`config.mk`:
```
export PLATFORM = sky130hd
export DESIGN_NAME = pwm_timer_setup_calc
export DESIGN_NICKNAME = d
export VERILOG_FILES = /design/src/design/pts_pkg.sv /design/src/design/pwm_timer_setup_calc.sv /design/src/design/pts_div.sv /design/src/design/pts_ctrl.sv /design/src/design/pts_dpath.sv
export SDC_FILE = /design/constraint.sdc
export NUM_CORES = 1
export LEC_CHECK = 0
export ABC_AREA = 1
export BUFFER_PORTS_ARGS = -buffer_cell sky130_fd_sc_hd__clkbuf_2
export CAP_MARGIN = 20
export CORE_MARGIN = 3
export CORE_UTILIZATION = 50
export CTS_CLUSTER_SIZE = 12
export DETAILED_ROUTE_END_ITERATION = 10
export GPL_TIMING_DRIVEN = 0
export PLACE_DENSITY = 0.66
export SYNTH_ARGS = -nofsm -noshare
export SYNTH_HDL_FRONTEND = slang
export SYNTH_SLANG_ARGS = --single-unit
```
`constraint.sdc`:
```
create_clock -name aclk -period 7.25 [get_ports aclk]
set_clock_uncertainty 0.2 [all_clocks]
set_input_delay 0.3625 -clock aclk [delete_from_list [all_inputs] [get_ports aclk]]
set_output_delay 0.3625 -clock aclk [all_outputs]
set_load 0.005 [all_outputs]
```
`src/design/pts_pkg.sv`:
```
// Shared types and constants for the PWM timer set-up calculator.
package pts_pkg;

    // Timer input clock in Hz.
    localparam int unsigned CLOCK_HZ = 16000000;

    localparam int CLK_BITS = $clog2(CLOCK_HZ + 1);
    localparam int FREQ_W   = 24;
    localparam int DUTY_W   = 8;
    localparam int CHAN_W   = 2;
    localparam int STAT_W   = 2;
    localparam int CSEL_W   = 3;
    localparam int TOP_W    = 16;

    // Divider width covers CLOCK_HZ and the 24-bit frequency.
    localparam int DIV_W = (CLK_BITS > FREQ_W) ? CLK_BITS : FREQ_W;
    localparam int CNT_W = $clog2(DIV_W + 1);

    localparam int PROD_W   = TOP_W + 1 + 7;
    localparam int IN_BITS  = FREQ_W + DUTY_W + CHAN_W;
    localparam int IN_W     = ((IN_BITS + 7) / 8) * 8;
    localparam int OUT_BITS = STAT_W + CSEL_W + 2 * TOP_W + CHAN_W;
    localparam int OUT_W    = ((OUT_BITS + 7) / 8) * 8;

    localparam logic [TOP_W:0] MAX_TICKS  = 17'd65536;
    localparam logic [6:0]     DUTY_FULL  = 7'd100;

    // x / 100 as (x * ceil(2^30 / 100)) >> 30, exact for x < 14e6;
    // the duty product is at most 65536 * 99.
    localparam int RECIP_W   = 24;
    localparam logic [RECIP_W-1:0] PCT_RECIP = 24'd10737419;
    localparam int PCT_SHIFT = 30;
    localparam int SCALE_W   = PROD_W + RECIP_W;

    // Prescalers 1, 8, 64, 256, 1024 as right shifts of CLOCK_HZ / f.
    localparam int PRESC_N = 5;
    localparam int PRESC_SHIFT [PRESC_N] = '{0, 3, 6, 8, 10};

    localparam logic [CSEL_W-1:0] CSEL_STOP = '0;

    typedef enum logic [STAT_W-1:0] {
        ST_OK        = 2'd0,
        ST_ZERO_FREQ = 2'd1,
        ST_NO_FIT    = 2'd2
    } status_t;

    typedef enum logic [2:0] {
        S_IDLE,
        S_TICKS,
        S_MUL,
        S_CMP,
        S_FINISH
    } pts_state_t;

    typedef struct packed {
        logic load_in;
        logic start_ticks;
        logic pick;
        logic mul;
        logic take_cmp;
        logic load_out;
    } pts_cmd_t;

    typedef struct packed {
        logic freq_zero;
        logic div_done;
        logic need_cmp;
        logic out_free;
    } pts_sts_t;

endpackage

```
`src/design/pwm_timer_setup_calc.sv`:
```
// Top level of the PWM timer set-up calculator.
// Usage:
//   Slave channel (s_*) takes one request per transaction: requested frequency,
//   duty percent and compare channel. Master channel (m_*) returns one result
//   per request: status, clock-select code, TOP, compare value, channel echo.
//   One request is worked at a time; s_tready is high only while idle.
//   A restoring divider of W bits (W = 24 at a 16 MHz clock) forms
//   CLOCK_HZ / f; the duty scaling (TOP + 1) * duty / 100 is a
//   multiply followed by a reciprocal multiply, the latter only when a
//   prescaler fits and duty is 1..99. A zero frequency skips the divider.
//   The result sits in an output register, so a new request is accepted
//   while the previous result waits; if the receiver still stalls when the
//   next result is ready, the block holds it and s_tready stays low.
//   Reset (aresetn low, synchronous) returns the sequencer to idle and
//   drops m_tvalid; no clearing pass is needed.
module pwm_timer_setup_calc (
    input  logic                      aclk,
    input  logic                      aresetn,
    input  logic                      s_tvalid,
    output logic                      s_tready,
    // frequency_hz[23:0], duty_percent[31:24], channel[33:32], zero pad
    input  logic [pts_pkg::IN_W-1:0]  s_tdata,
    output logic                      m_tvalid,
    input  logic                      m_tready,
    // status[1:0], clock_select[4:2], top_value[20:5], compare_value[36:21],
    // channel_out[38:37], zero pad
    output logic [pts_pkg::OUT_W-1:0] m_tdata
);
    import pts_pkg::*;

    pts_cmd_t cmd;
    pts_sts_t sts;

    pts_ctrl u_ctrl (
        .aclk     (aclk),
        .aresetn  (aresetn),
        .s_tvalid (s_tvalid),
        .s_tready (s_tready),
        .sts      (sts),
        .cmd      (cmd)
    );

    pts_dpath u_dpath (
        .aclk     (aclk),
        .aresetn  (aresetn),
        .s_tdata  (s_tdata),
        .m_tvalid (m_tvalid),
        .m_tready (m_tready),
        .m_tdata  (m_tdata),
        .cmd      (cmd),
        .sts      (sts)
    );

endmodule

```
`src/design/pts_div.sv`:
```
// Restoring divider, one quotient bit per cycle.
module pts_div (
    input  logic                     aclk,
    input  logic                     aresetn,
    input  logic                     start,
    input  logic [pts_pkg::DIV_W-1:0] num,
    input  logic [pts_pkg::DIV_W-1:0] den,
    output logic [pts_pkg::DIV_W-1:0] quo,
    output logic                     done
);
    import pts_pkg::*;

    logic [DIV_W:0]   rem_reg, rem_next;
    logic [DIV_W-1:0] quo_reg, quo_next;
    logic [DIV_W-1:0] den_reg, den_next;
    logic [CNT_W-1:0] cnt_reg, cnt_next;
    logic             busy_reg, busy_next;
    logic             done_reg, done_next;
    logic [DIV_W:0]   rem_sh;
    logic             fits;

    assign rem_sh = {rem_reg[DIV_W-1:0], quo_reg[DIV_W-1]};
    assign fits   = (rem_sh >= {1'b0, den_reg});

    always_comb begin
        rem_next  = rem_reg;
        quo_next  = quo_reg;
        den_next  = den_reg;
        cnt_next  = cnt_reg;
        busy_next = busy_reg;
        done_next = 1'b0;
        if (start) begin
            rem_next  = '0;
            quo_next  = num;
            den_next  = den;
            cnt_next  = CNT_W'(DIV_W);
            busy_next = 1'b1;
        end else if (busy_reg) begin
            rem_next = fits ? (rem_sh - {1'b0, den_reg}) : rem_sh;
            quo_next = {quo_reg[DIV_W-2:0], fits};
            cnt_next = cnt_reg - 1'b1;
            if (cnt_reg == CNT_W'(1)) begin
                busy_next = 1'b0;
                done_next = 1'b1;
            end
        end
    end

    always_ff @(posedge aclk) begin
        if (!aresetn) begin
            busy_reg <= 1'b0;
            done_reg <= 1'b0;
            cnt_reg  <= '0;
        end else begin
            busy_reg <= busy_next;
            done_reg <= done_next;
            cnt_reg  <= cnt_next;
        end
        rem_reg <= rem_next;
        quo_reg <= quo_next;
        den_reg <= den_next;
    end

    assign quo  = quo_reg;
    assign done = done_reg;

endmodule

```
`src/design/pts_ctrl.sv`:
```
// Sequencer for the set-up calculation.
module pts_ctrl (
    input  logic              aclk,
    input  logic              aresetn,
    input  logic              s_tvalid,
    output logic              s_tready,
    input  pts_pkg::pts_sts_t sts,
    output pts_pkg::pts_cmd_t cmd
);
    import pts_pkg::*;

    pts_state_t state_reg, state_next;
    logic       accept;

    assign s_tready = (state_reg == S_IDLE);
    assign accept   = s_tvalid && s_tready;

    always_comb begin
        state_next = state_reg;
        case (state_reg)
            S_IDLE: begin
                if (accept) begin
                    state_next = sts.freq_zero ? S_FINISH : S_TICKS;
                end
            end
            S_TICKS: begin
                if (sts.div_done) begin
                    state_next = S_MUL;
                end
            end
            S_MUL: begin
                state_next = sts.need_cmp ? S_CMP : S_FINISH;
            end
            S_CMP: begin
                state_next = S_FINISH;
            end
            S_FINISH: begin
                if (sts.out_free) begin
                    state_next = S_IDLE;
                end
            end
            default: begin
                state_next = S_IDLE;
            end
        endcase
    end

    always_comb begin
        cmd = '0;
        case (state_reg)
            S_IDLE: begin
                cmd.load_in     = accept;
                cmd.start_ticks = accept && !sts.freq_zero;
            end
            S_TICKS: begin
                cmd.pick = sts.div_done;
            end
            S_MUL: begin
                cmd.mul = 1'b1;
            end
            S_CMP: begin
                cmd.take_cmp = 1'b1;
            end
            S_FINISH: begin
                cmd.load_out = sts.out_free;
            end
            default: begin
                cmd = '0;
            end
        endcase
    end

    always_ff @(posedge aclk) begin
        if (!aresetn) begin
            state_reg <= S_IDLE;
        end else begin
            state_reg <= state_next;
        end
    end

endmodule

```
`src/design/pts_dpath.sv`:
```
// Datapath: operand registers, prescaler pick, duty product and result register.
module pts_dpath (
    input  logic                       aclk,
    input  logic                       aresetn,
    input  logic [pts_pkg::IN_W-1:0]   s_tdata,
    output logic                       m_tvalid,
    input  logic                       m_tready,
    output logic [pts_pkg::OUT_W-1:0]  m_tdata,
    input  pts_pkg::pts_cmd_t          cmd,
    output pts_pkg::pts_sts_t          sts
);
    import pts_pkg::*;

    logic [FREQ_W-1:0] in_freq;
    logic [DUTY_W-1:0] in_duty;
    logic [CHAN_W-1:0] in_chan;

    logic [6:0]        duty_reg;
    logic [CHAN_W-1:0] chan_reg;
    status_t           status_reg;
    logic [CSEL_W-1:0] csel_reg;
    logic [TOP_W-1:0]  top_reg;
    logic [TOP_W-1:0]  cmp_reg;
    logic [PROD_W-1:0] prod_reg;

    status_t           o_status_reg;
    logic [CSEL_W-1:0] o_csel_reg;
    logic [TOP_W-1:0]  o_top_reg;
    logic [TOP_W-1:0]  o_cmp_reg;
    logic [CHAN_W-1:0] o_chan_reg;
    logic              o_valid_reg;

    logic              div_start;
    logic [DIV_W-1:0]  div_num;
    logic [DIV_W-1:0]  div_den;
    logic [DIV_W-1:0]  div_quo;
    logic              div_done;

    logic              pick_found;
    logic [CSEL_W-1:0] pick_csel;
    logic [TOP_W-1:0]  pick_top;
    logic [PROD_W-1:0] prod_full;
    logic [SCALE_W-1:0] scale_full;

    assign in_freq = s_tdata[FREQ_W-1:0];
    assign in_duty = s_tdata[FREQ_W +: DUTY_W];
    assign in_chan = s_tdata[FREQ_W+DUTY_W +: CHAN_W];

    assign div_start = cmd.start_ticks;
    assign div_num   = DIV_W'(CLOCK_HZ);
    assign div_den   = DIV_W'(in_freq);

    pts_div u_div (
        .aclk    (aclk),
        .aresetn (aresetn),
        .start   (div_start),
        .num     (div_num),
        .den     (div_den),
        .quo     (div_quo),
        .done    (div_done)
    );

    // ticks at prescaler 2^s equals (CLOCK_HZ / f) >> s; take the first that fits
    always_comb begin
        logic [DIV_W-1:0] ticks;
        pick_found = 1'b0;
        pick_csel  = CSEL_STOP;
        pick_top   = '0;
        for (int i = 0; i < PRESC_N; i++) begin
            ticks = div_quo >> PRESC_SHIFT[i];
            if (!pick_found && (ticks != '0) && (ticks <= DIV_W'(MAX_TICKS))) begin
                pick_found = 1'b1;
                pick_csel  = CSEL_W'(i + 1);
                pick_top   = ticks[TOP_W-1:0] - 1'b1;
            end
        end
    end

    assign prod_full = PROD_W'({1'b0, top_reg} + 17'd1) * PROD_W'(duty_reg);

    // divide by 100 through the reciprocal, on the product registered in the cycle before
    assign scale_full = SCALE_W'(prod_reg) * SCALE_W'(PCT_RECIP);

    always_ff @(posedge aclk) begin
        if (cmd.load_in) begin
            duty_reg   <= (in_duty > DUTY_W'(DUTY_FULL)) ? DUTY_FULL : in_duty[6:0];
            chan_reg   <= in_chan;
            status_reg <= (in_freq == '0) ? ST_ZERO_FREQ : ST_OK;
            csel_reg   <= CSEL_STOP;
            top_reg    <= '0;
            cmp_reg    <= '0;
        end
        if (cmd.pick) begin
            if (pick_found) begin
                csel_reg <= pick_csel;
                top_reg  <= pick_top;
                cmp_reg  <= (duty_reg == DUTY_FULL) ? pick_top : '0;
            end else begin
                status_reg <= ST_NO_FIT;
            end
        end
        if (cmd.mul) begin
            prod_reg <= prod_full;
        end
        if (cmd.take_cmp) begin
            cmp_reg <= scale_full[PCT_SHIFT +: TOP_W];
        end
        if (cmd.load_out) begin
            o_status_reg <= status_reg;
            o_csel_reg   <= csel_reg;
            o_top_reg    <= top_reg;
            o_cmp_reg    <= cmp_reg;
            o_chan_reg   <= chan_reg;
        end
    end

    always_ff @(posedge aclk) begin
        if (!aresetn) begin
            o_valid_reg <= 1'b0;
        end else if (cmd.load_out) begin
            o_valid_reg <= 1'b1;
        end else if (m_tready) begin
            o_valid_reg <= 1'b0;
        end
    end

    assign sts.freq_zero = (in_freq == '0);
    assign sts.div_done  = div_done;
    assign sts.need_cmp  = (status_reg == ST_OK) && (duty_reg != '0) && (duty_reg != DUTY_FULL);
    assign sts.out_free  = !o_valid_reg || m_tready;

    assign m_tvalid = o_valid_reg;
    assign m_tdata  = OUT_W'({o_chan_reg, o_cmp_reg, o_top_reg, o_csel_reg, o_status_reg});

endmodule
```
==> run_results.csv <==
group,metric,value,unit
final_layout,drive_gt1_frac,0.0660,
sta,fin_crit,6.92,ns
critical_path,rrSetupSlack,0.33,ns
grt,grt_overflow,0,
critical_path,worstPathArrival,7.10,ns
sta,drv_slew,0,
floorplan,die_x,233,um
critical_path,critPathKind,"flop to flop",
floorplan,row_count,82,
floorplan,core,50600,sq um
logic_synthesis,postSynthCellCount,3186,
clock_tree,clk_pin_slew,0.08,ns
sta,max_slew_margin,0.395,
clock_tree,htree_num_levels,4,
clock_tree,cts_tree,"yes",
floorplan,initial_core_util,0.511,
worst_hold_path,hp-start,"s_tdata[28]",
route,drt_wl_total,75500,um
logic_synthesis,synth_edf_count,96,
logic_synthesis,synth.top_cell.area_share,0.231,
sta,fin_crit_sh,0.954,
sta,hold_viol_final,0,
logic_synthesis,syn_area_per_cell,8.12,sq um
critical_path,reg2reg_to,"u_dpath.cmp_reg[6]",
logic_synthesis,yosys-top-cells-count,"inv_1, nand2_1, ha_1",
logic_synthesis,syn_nets,3871,
logic_synthesis,yosys_warnings,0,
final_layout,regArea,4800,sq um
floorplan,dieArea,54500,sq um
placement,portBuffers,78,
final_layout,multi_input_area,17900,sq um
sta,rsz0062_at_grt,"no",
final_layout,finalCoreUtilization,0.555,
logic_synthesis,ys_types,59,
logic_synthesis,yosysMostFrequentCell,"inv_1",
sta,setup_viol,0,
route,dr.pass1.iters,6,
route,viasPerCell,5.31,
clock_tree,root_buffer,"clkbuf_16",
logic_synthesis,synthesis.area,25900,sq um
sta,tns,0,ns
placement,place_hpwl,64100,um
route,wl_per_cell,18.8,um
critical_path,worstPathMaxFanout,11,
grt,first_global_vias,21800,
placement,gp_congestion,0.985,
floorplan,io_pins,86,
clock_tree,cts_resized,0,
sta,worst_pin_slew,0.908,ns
final_layout,final_nets,4007,
logic_synthesis,yosysTopAreaCell,"fa_1",
critical_path,required,7.43,ns
sta,fmax,145,MHz
clock_tree,cts_made_buffers,17,
critical_path,regToRegStartpoint,"u_dpath.prod_reg[7]",
logic_synthesis,synth-main-ff-cell,"edfxtp_1",
clock_tree,clk_latency,0.48,ns
route,vias,21300,
worst_hold_path,whs_path_depth,3,
final_layout,fillerInstances,4712,
route,drt_iter0_markers,1563,
critical_path,startpoint_type,"flop",
logic_synthesis,async_flop_share,0,
critical_path,reg2reg_depth,27,
critical_path,end_kind,"flop",
route,ant_nets,0,
grt,antenna_found_initial,0,
run,maxCapViolations,0,
final_layout,n_antenna_cell,0,
logic_synthesis,synth_area_leaders,"fa_1, ha_1, edfxtp_1, inv_1, nand2_1",
worst_hold_path,worstHoldEndpoint,"u_dpath.duty_reg[4]",
clock_tree,clock-sinks,192,
grt,grt_max_degree,34,
clock_tree,clockBufferDepth,2,
logic_synthesis,ys_ff_latch,192,
run_status,status,"finished, final reports clean",
grt,track_usage,0.288,
final_layout,syn_to_final_growth,8.56,%
grt,grt_pass1_wl,120000,um
route,route.detailed.drc,0,
floorplan,die_h,233,um
logic_synthesis,ys_seq_area_frac,0.186,
worst_hold_path,hold_class,"primary input to flop",
## cells by family (layout without fill, tap and decap cells)
kind of cell | Yosys count | in the layout | share of synthesized area
AND/OR/NAND/NOR | 1115 | 1115 | 0.189
buffers and inverters | 811 | 960 | 0.123
adder cells (fa/ha/maj) | 641 | 641 | 0.397
AO/OA/AOI/OAI | 338 | 338 | 0.0756
flip-flops | 192 | 192 | 0.186
XOR/XNOR | 88 | 88 | 0.0298
other | 1 | 1 | 0.000145
## metal layers
layer / global-route usage / vias to the layer above / share of wire
met1: 0.402 / 10400 / 0.46
li1: - / 10200 / -
met4: 0.102 / 0 / 0.034
met5: 0 / - / 0
met2: 0.459 / 567 / 0.46
met3: 0.0406 / 110 / 0.055
## worst max-delay path by stage
stage / startpoint / to / slack (ns) / depth (start not counted)
2_1_floorplan: u_dpath.prod_reg[4] / u_dpath.cmp_reg[6] / 1.39 / 27
3_3_place_gp: u_dpath.prod_reg[4] / u_dpath.cmp_reg[6] / 0.19 / 27
5_1_grt: u_dpath.prod_reg[8] / u_dpath.cmp_reg[6] / 0.02 / 27
6_report: u_dpath.prod_reg[7] / u_dpath.cmp_reg[6] / 0.33 / 27
3_5_place_dp: u_dpath.prod_reg[4] / u_dpath.cmp_reg[6] / 0.24 / 27
4_1_cts: u_dpath.prod_reg[4] / u_dpath.cmp_reg[6] / 0.21 / 27
## layout by cell type, fill, tap and decap left out, types with 4 or more instances in the layout
cell type,instances
inv_1,749
nand2_1,541
ha_1,342
fa_1,299
nor2_1,285
a21oi_1,159
nand3_1,136
dfxtp_1,96
edfxtp_1,96
o21ai_0,88
clkbuf_2,78
xor2_1,69
nand4_1,46
nor3_1,32
dlygate4sd3_1,30
clkbuf_1,24
a31oi_1,19
xnor2_1,19
clkbuf_16,17
nor4_1,13
nor2_2,13
buf_6,12
o21bai_1,11
o211ai_1,11
buf_2,10
buf_4,10
o21ai_1,10
a21o_1,9
nand2_2,9
nor2_4,8
nand3b_1,8
or2_2,7
inv_2,6
o31ai_2,6
o31ai_1,5
nand2_4,5
inv_6,5
inv_8,5
o21a_1,4
nor2_8,4
## layout make-up
cell class,instances,share of cell area
Sequential cell,192,0.171
Tap cell,672,0.0300
Clock buffer,17,0.0152
Buffer,51,0.0113
Timing Repair Buffer,117,0.0277
Clock inverter,15,0.00571
Multi-Input combinational cell,2183,0.637
Inverter,760,0.102
## worst max-delay path: stages (launching register included)
cell and delay [ns]:
edfxtp_1 0.92, ha_1 0.32, inv_1 0.07, fa_1 0.49, inv_1 0.05, fa_1 0.50
inv_1 0.05, fa_1 0.47, inv_1 0.05, fa_1 0.50, fa_1 0.55, inv_1 0.07
fa_1 0.57, inv_1 0.05, ha_1 0.33, nand2_1 0.16, inv_1 0.05, a21oi_1 0.25
a21boi_0 0.37, nor2_1 0.07, nor2_1 0.09, nand2_1 0.10, nand2_1 0.10, nand2_1 0.05
nand2_1 0.06, nand3_1 0.13, nand2_1 0.12, inv_1 0.04
## through the flow
stage	instances	area [sq um]	hold slack (ns)	setup slack [ns]
final	4007	28100	0.0221	0.332
after global routing	4007	28100	0.0165	0.0181
after CTS	4000	28000	0.00273	0.207
after detailed placement	3938	27100	0.206	0.242
after global placement	3936	27100	0.209	0.194
after floorplan	3186	25900	0.200	1.39
## timing repair
action	4_1_cts	5_1_grt
setup buffers	0	7
endpoints found under the setup margin	0	4
hold buffers	30	0
hold endpoints to repair	30	0
Power is left out: the tool's default activity adds up to more than one toggle a clock period on the data nets, which glitch-free logic cannot reach.
